**src/rtl/depth_hypothesis_stack_fusion_defines.svh**
```systemverilog
// ----------------------------------------------------------------------------
// Assertion macros for the depth hypothesis stack
// Shared helpers for concurrent checks, clocked on rising edge, reset low.
// ----------------------------------------------------------------------------
`ifndef DEPTH_HYPOTHESIS_STACK_FUSION_DEFINES_SVH
`define DEPTH_HYPOTHESIS_STACK_FUSION_DEFINES_SVH

// Same-cycle implication.
`define HDSF_ASSERT_IMP(label, clk, rst_n, ante, cons, msg) \
  label: assert property (@(posedge clk) disable iff (!rst_n) (ante) |-> (cons)) \
    else $error(msg);

// Next-cycle implication.
`define HDSF_ASSERT_NXT(label, clk, rst_n, ante, cons, msg) \
  label: assert property (@(posedge clk) disable iff (!rst_n) (ante) |=> (cons)) \
    else $error(msg);

`endif

```
**src/rtl/hdsf_pkg.sv**
```systemverilog
// ----------------------------------------------------------------------------
// hdsf_pkg
// Types, constants and codes of the depth hypothesis stack.
// ----------------------------------------------------------------------------
`default_nettype none

package hdsf_pkg;

  localparam int MAP_WIDTH  = 128;
  localparam int MAP_HEIGHT = 128;
  localparam int HYP_DEPTH  = 4;

  localparam int ROWS   = MAP_WIDTH * MAP_HEIGHT;
  localparam int ROW_AW = $clog2(ROWS);
  localparam int HW     = (HYP_DEPTH > 1) ? $clog2(HYP_DEPTH) : 1;

  localparam int DW    = 24;
  localparam int CW    = 16;
  localparam int NUM_W = 2 * DW + 1;
  localparam int DEN_W = DW + 1;
  localparam int DIV_CNT_W = $clog2(NUM_W + 1);

  localparam logic [1:0] OP_FUSE   = 2'd0;
  localparam logic [1:0] OP_READ   = 2'd1;
  localparam logic [1:0] OP_REJECT = 2'd2;

  localparam logic [1:0] ST_DONE    = 2'd0;
  localparam logic [1:0] ST_NEW     = 2'd1;
  localparam logic [1:0] ST_NOMATCH = 2'd2;
  localparam logic [1:0] ST_RANGE   = 2'd3;

  localparam logic [2:0] CFG_MIN_DEPTH     = 3'd0;
  localparam logic [2:0] CFG_COST_STEP     = 3'd1;
  localparam logic [2:0] CFG_DEFAULT_COST  = 3'd2;
  localparam logic [2:0] CFG_DEFAULT_SIGMA = 3'd3;
  localparam logic [2:0] CFG_REJECT_THR    = 3'd4;

  typedef struct packed {
    logic [DW-1:0] d;
    logic [DW-1:0] v;
    logic [CW-1:0] c;
  } hyp_t;

  typedef hyp_t [HYP_DEPTH-1:0] row_t;

  typedef struct packed {
    logic             done;
    logic [NUM_W-1:0] quo;
  } div_res_t;

  typedef enum logic [3:0] {
    S_CLEAR, S_IDLE, S_RD, S_CAP, S_WALK, S_MUL0, S_MUL1, S_MUL2,
    S_DIV0S, S_DIV0W, S_DIV1S, S_DIV1W, S_SORT, S_WB, S_SW_RD, S_SW_WR
  } state_e;

endpackage

`default_nettype wire

```
**src/rtl/hdsf_div.sv**
```systemverilog
// ----------------------------------------------------------------------------
// hdsf_div
// Restoring divider, one quotient bit per cycle.
// ----------------------------------------------------------------------------
`default_nettype none

module hdsf_div (
  input  wire logic                      clk_i,
  input  wire logic                      rst_ni,
  input  wire logic                      start_i,
  input  wire logic [hdsf_pkg::NUM_W-1:0] num_i,
  input  wire logic [hdsf_pkg::DEN_W-1:0] den_i,
  output hdsf_pkg::div_res_t             res_o
);
  import hdsf_pkg::*;

  logic                 busy_q, busy_d, done_q, done_d;
  logic [DIV_CNT_W-1:0] cnt_q, cnt_d;
  logic [NUM_W-1:0]     n_q, n_d;
  logic [DEN_W-1:0]     den_q, den_d;
  logic [DEN_W:0]       rem_q, rem_d;
  logic [DEN_W:0]       rem_sh;
  logic                 ge;

  always_comb begin
    rem_sh = {rem_q[DEN_W-1:0], n_q[NUM_W-1]};
    ge     = rem_sh >= {1'b0, den_q};
    busy_d = busy_q;
    done_d = 1'b0;
    cnt_d  = cnt_q;
    n_d    = n_q;
    den_d  = den_q;
    rem_d  = rem_q;
    if (start_i) begin
      busy_d = 1'b1;
      cnt_d  = DIV_CNT_W'(NUM_W);
      n_d    = num_i;
      den_d  = den_i;
      rem_d  = '0;
    end else if (busy_q) begin
      rem_d = ge ? rem_sh - {1'b0, den_q} : rem_sh;
      n_d   = {n_q[NUM_W-2:0], ge};
      cnt_d = cnt_q - 1'b1;
      if (cnt_q == DIV_CNT_W'(1)) begin
        busy_d = 1'b0;
        done_d = 1'b1;
      end
    end
  end

  always_ff @(posedge clk_i or negedge rst_ni) begin
    if (!rst_ni) begin
      busy_q <= 1'b0;
      done_q <= 1'b0;
      cnt_q  <= '0;
    end else begin
      busy_q <= busy_d;
      done_q <= done_d;
      cnt_q  <= cnt_d;
    end
  end

  always_ff @(posedge clk_i) begin
    n_q   <= n_d;
    den_q <= den_d;
    rem_q <= rem_d;
  end

  assign res_o.done = done_q;
  assign res_o.quo  = n_q;

endmodule

`default_nettype wire

```
**config.mk**
```make
export PLATFORM = sky130hd
export DESIGN_NAME = hdsf_div
export DESIGN_NICKNAME = d
export VERILOG_FILES = /design/src/rtl/depth_hypothesis_stack_fusion_defines.svh /design/src/rtl/hdsf_pkg.sv /design/src/rtl/hdsf_div.sv
export SDC_FILE = /design/constraint.sdc
export NUM_CORES = 1
export LEC_CHECK = 0
export ABC_AREA = 1
export BUFFER_PORTS_ARGS = -buffer_cell sky130_fd_sc_hd__buf_2
export CORE_ASPECT_RATIO = 1.4
export CORE_MARGIN = 3
export CORE_UTILIZATION = 30
export DETAILED_ROUTE_END_ITERATION = 7
export SLEW_MARGIN = 20
export SYNTH_ARGS = -nofsm -noshare
export SYNTH_HDL_FRONTEND = slang
export SYNTH_SLANG_ARGS = --single-unit
```
**constraint.sdc**
```tcl
create_clock -name clk_i -period 2.67 [get_ports clk_i]
set_clock_uncertainty 0.15 [all_clocks]
set_input_delay 0 -clock clk_i [delete_from_list [all_inputs] [get_ports clk_i]]
set_output_delay 0 -clock clk_i [all_outputs]
set_load 0.005 [all_outputs]
```
After elaboration in Yosys (flattened, before gate mapping)
Index checks and enable logic that the tools add are counted.
Widths: inputs -> output; s select.
{"block": "totals", "output_inout_bits": 50, "in_bits": 77, "regBits": 107}
{"block": "classes", "eq_ne": 1, "magnitude_cmp": 1, "addsub": 2, "mux": 11, "n_reduce_logical": 1}
{"operator": "$mux 49", "count": 2}
{"operator": "$ge 26x25->1", "count": 1}
{"operator": "$mux 25", "count": 1}
{"operator": "$sub 25x25->25", "count": 1}
{"operator": "$mux 6", "count": 2}
{"operator": "$eq 6x1->1 const B", "count": 1}
{"operator": "$mux 1", "count": 6}
{"operator": "$sub 6x1->6 const B", "count": 1}
{"operator": "$reduce_bool 2->1", "count": 1}

Logic depth before layout (Yosys ltp)
{"block": "depth", "ltp_word": 4, "depth_mapped": 15, "mapped_depth_nobuf": 15}

Worst setup path after synthesis
No wires, ideal clock.
{"block": "synth_path", "path_kind": "reg2reg", "from": "register n_q[48]", "to": "register n_q[0], data pin", "path_stages_with_launch": 12, "t_required_ns": 2.267, "n_path_buf": 1, "setup_time_ns": 0.253, "arrival_ns": 1.800, "slack_ns": 0.467, "cell_sequence": "edfxtp_1 inv_1 ha_1 inv_1 fa_1 nand3_1 nand3_2 nand2_2 nand3_4 buf_6 nand2_1 nand2_1"}
{"block": "synth_via", "elab_chain_cells": 3}
{"element": "start: declaration", "line": "hdsf_div.sv:19", "source": "logic [NUM_W-1:0] n_q, n_d;"}
{"element": "start signal: assignment", "line": "hdsf_div.sv:64", "source": "n_q <= n_d;"}
{"element": "$ge 26x25->1", "line": "hdsf_div.sv:27", "source": "ge = rem_sh >= {1'b0, den_q};"}
{"element": "$mux 49", "line": "hdsf_div.sv:40", "source": "end else if (busy_q) begin"}
{"element": "$mux 49", "line": "hdsf_div.sv:34", "source": "if (start_i) begin"}
{"element": "via n_d[0]", "line": "hdsf_div.sv:19"}
The timed path passes the listed nets, and every way through them passes these cells. The select of a mux whose other input is x is not followed.
A chain may end at the register's enable or synchronous reset.

Final worst setup path
Same ends and word-level chain as after synthesis.

==> summary.txt <==
Global routing
  – Largest net degree at the start of global routing: 46
  – Met3 Use GR: 3.058%
  – GRT Total Usage: approximately 16%
  – Initial antenna violation count: 0
  – Most Crowded Layer GR: met2
  – Gr ovfl total: 0
  – First-pass GRT wire length: approximately 30 mm
  – Met1 usage: 18.79%
  – Vias in the first global route: 6,255
  – GRT met2 Usage: 28.77%

Final layout
  – Final #Nets: 1,193
  – Antenna cells: 0
  – Area growth, synth to finish: 31.34%
  – Area occupied by multi-input gates: 2880 µm²
  – Finished Cell Area: 8501 µm²
  – Storage cell area: 2923 µm²
  – Fillers: between 2k and 2.5k
  – Layout cells sized above 1: 16.74%

Worst setup path
  – Crit path cell chain: inv_1 -> ha_1 -> inv_1 -> fa_1 -> nand3_1 -> nand3_2 -> nand2_2 -> nand3_4 -> nand2_1 -> nand2_1
  – Crit. End Element: flop
  – Cell count along the critical path: 10
  – Reg2reg path depth: 10
  – Reg2Reg Setup Slack: 0.31 ns
  – Arr. time, crit path: 2.32 ns
  – CP top delay family: simple AND/OR/NAND/NOR gates
  – CP max FO: 26
  – CP max stage delay: 0.43 ns
  – Crit path required time: between 2 and 3 ns
  – WS Path Type: reg2reg
  – Startpoint Class: flop
  – Crit path buffers/inverters: 2
  – Crit-path slowest cell: fa_1

Clock tree
  – CTS H-tree depth: 3
  – Clock tree sinks: 107
  – # Post-CTS Setup Buffers: 0
  – Max Buffers Root-to-Sink: 2
  – TritonCTS Buffers: 9
  – Post-CTS sizing: 0
  – CTS tree: built
  – Clock transition at path regs: 0.08 ns
  – Clk_lat worst skew: 0.36 ns
  – CTS Hold Buffers Added: 76
  – CTS root buf: clkbuf_16

Die
  – # IOs: 127
  – Num rows: between 60 and 70
  – Chip width: 130.1 µm
  – Die Y: 179.8 µm
  – Initial core utilization: 31.02%
  – Area of the core: 20,870 µm²
  – Die area: 23,400 µm²

Pwr
  – Power per cell area: 827.1 nW/µm²
  – Worst IR Drop VDD: between 0.0003 and 0.0004 V
  – LEAKAGE: between 4 and 5 nW

Drt
  – Routed via count: a little over 6k
  – Routed len/inst: 13.64 µm
  – Via-per-instance ratio: 4.521
  – Initial DRC count: 229
  – Post-DRT Antenna Nets: 0
  – Drt drc: 0
  – Drt pass-1 iters: 4
  – Drt total wl: 18.41 mm

Yosys
  – Post-Syn Nets: 993
  – Synth Register Bits: 107
  – Syn. warnings: 0
  – Distinct cells, synth: 36
  – Synthesized area per cell: 7.289 µm²
  – Syn Std Cell Area: 6472 µm²
  – Post-Synthesis Cells: just under 900
  – Sequential element share of the synthesized area: 45.16%

Timing
  – Setup total negative slack: 0 ns
  – Count of final setup violators: 0
  – Slew Viols, Final: 0
  – Hold Vio Cnt, Final: 0
  – Relative slew margins: 63.25%
  – Max Fclk: 423.8 MHz
  – RSZ-0062 raised after global routing: false
  – Tmin final: 2.360 ns
  – Min Hold Slack: 0.01229 ns
  – Actual slew at the worst max-slew pin: ~0.55 ns
  – Final Cycle Share: 88.37%

Place
  – Placer Congestion: 0.9340
  – # port buffers: 126
  – Post-DP HPWL: about 13 mm
  – DP Area: 7405 µm²

Outcome
  – Status: completed

Min path
  – Hold WC Path Type: in2reg
  – Hold path depth: 1

Flow run
  – Max-cap viol count: 0
registers in the layout, summed over array words and instances, names as in the netlist:
register	flops
n_q	49
rem_q	25
den_q	25
busy_q	1
cnt_q	6
done_q	1
cells by family (layout without fill, tap and decap cells):
kind of cell / Yosys count / in the layout / synth area share (%)
and+or+nand+nor: 547 / 547 / 35.47
adders and majority gates: 28 / 28 / 5.529
xor gates and xnor gates: 11 / 11 / 1.488
DFF: 107 / 107 / 45.16
AOI/OAI and AO/OA: 23 / 23 / 2.011
buffers and inverters: 172 / 377 / 10.34
cell usage after synthesis, drive strengths merged:
| cell | n | area [µm²] |
|---|---|---|
| nor3 | 4 | 25.02 |
| clkinv | 4 | 15.01 |
| ha | 27 | 337.8 |
| inv | 144 | 540.5 |
| nand3b | 4 | 30.03 |
| nor2 | 36 | 155.1 |
| o22ai | 1 | 6.260 |
| xnor2 | 10 | 87.58 |
| nand4 | 33 | 206.5 |
| dfrtp | 8 | 200.2 |
| o21a | 1 | 7.510 |
| buf | 10 | 61.31 |
| and2 | 2 | 12.51 |
| nand2 | 418 | 1579 |
| a21oi | 17 | 96.35 |
| fa | 1 | 20.02 |
| edfxtp | 74 | 2222 |
| or3b | 1 | 8.760 |
| o21ai | 4 | 20.01 |
| dfxtp | 25 | 500.5 |
| clkbuf | 14 | 52.55 |
| nand3 | 48 | 270.3 |
| or2 | 1 | 8.760 |
| xor2 | 1 | 8.760 |
final cells by class:
| type | instances | share of cell area, % |
|---|---|---|
| Sequential cell | 107 | 34.38 |
| Inverter | 148 | 6.535 |
| Multi-Input combinational cell | 609 | 33.88 |
| Tap cell | 256 | 3.768 |
| Clock buffer | 9 | 2.649 |
| Timing Repair Buffer | 213 | 17.49 |
| Clock inverter | 7 | 1.295 |
cell usage in the layout, fill, tap and decap left out, types with 4 or more instances in the layout:
| cell | n |
|---|---|
| inv_1 | 130 |
| nand3b_1 | 4 |
| dlygate4sd3_1 | 76 |
| nor2_1 | 30 |
| nand2_2 | 4 |
| nor2_2 | 5 |
| xnor2_1 | 10 |
| nand4_1 | 33 |
| edfxtp_1 | 74 |
| nand2_1 | 414 |
| dfrtp_1 | 8 |
| clkinv_1 | 4 |
| a21oi_1 | 16 |
| clkbuf_16 | 9 |
| dfxtp_1 | 25 |
| nand3_1 | 45 |
| buf_2 | 126 |
| inv_2 | 14 |
| buf_4 | 10 |
| ha_1 | 27 |
path summary, 6_finish.rpt:
check | start | endpoint
setup / recovery | n_q[48]$_DFFE_PP_ | n_q[0]$_DFFE_PP_
min in group asynchronous | rst_ni | done_q$_DFF_PN0_
max in group asynchronous | rst_ni | busy_q$_DFF_PN0_
hold / removal | start_i | den_q[1]$_DFFE_PP_
hold reg to reg | rem_q[9]$_SDFFE_PP0P_ | rem_q[9]$_SDFFE_PP0P_
setup reg to reg | n_q[48]$_DFFE_PP_ | n_q[0]$_DFFE_PP_
report_power, final:
group | switching, mW | internal, mW | leakage, nW
sequential | 0.198 | 2.08 | 1.08
clock | 0.688 | 0.842 | 0.165
combinational | 1.99 | 1.23 | 3.25
routing by layer:
layer  wire length [µm]  vias to the layer above
li1                   -                     3168
met2               9530                      171
met3                928                       23
met1               7588                     2737
met5                  0                        -
met4                357                        0
worst register-to-register path, cell delays in order (launching register included):
cell and delay (ns):
edfxtp_1 0.38, inv_1 0.09, ha_1 0.14, inv_1 0.07, fa_1 0.43, nand3_1 0.13
nand3_2 0.12, nand2_2 0.12, nand3_4 0.28, nand2_1 0.15, nand2_1 0.05
metrics by stage:
stage               power (mW)  cells  util (%)  setup slack, ns
finish                   7.031   1349     40.74           0.3105
global route             7.673   1349     40.74           0.1353
CTS                      7.099   1349     40.74           0.2901
detailed placement       5.450   1257     35.48           0.3056
global placement         5.427   1257     35.48           0.3576
floorplan                4.674    888         -           0.4670
Power figures use the tool's default switching activity.
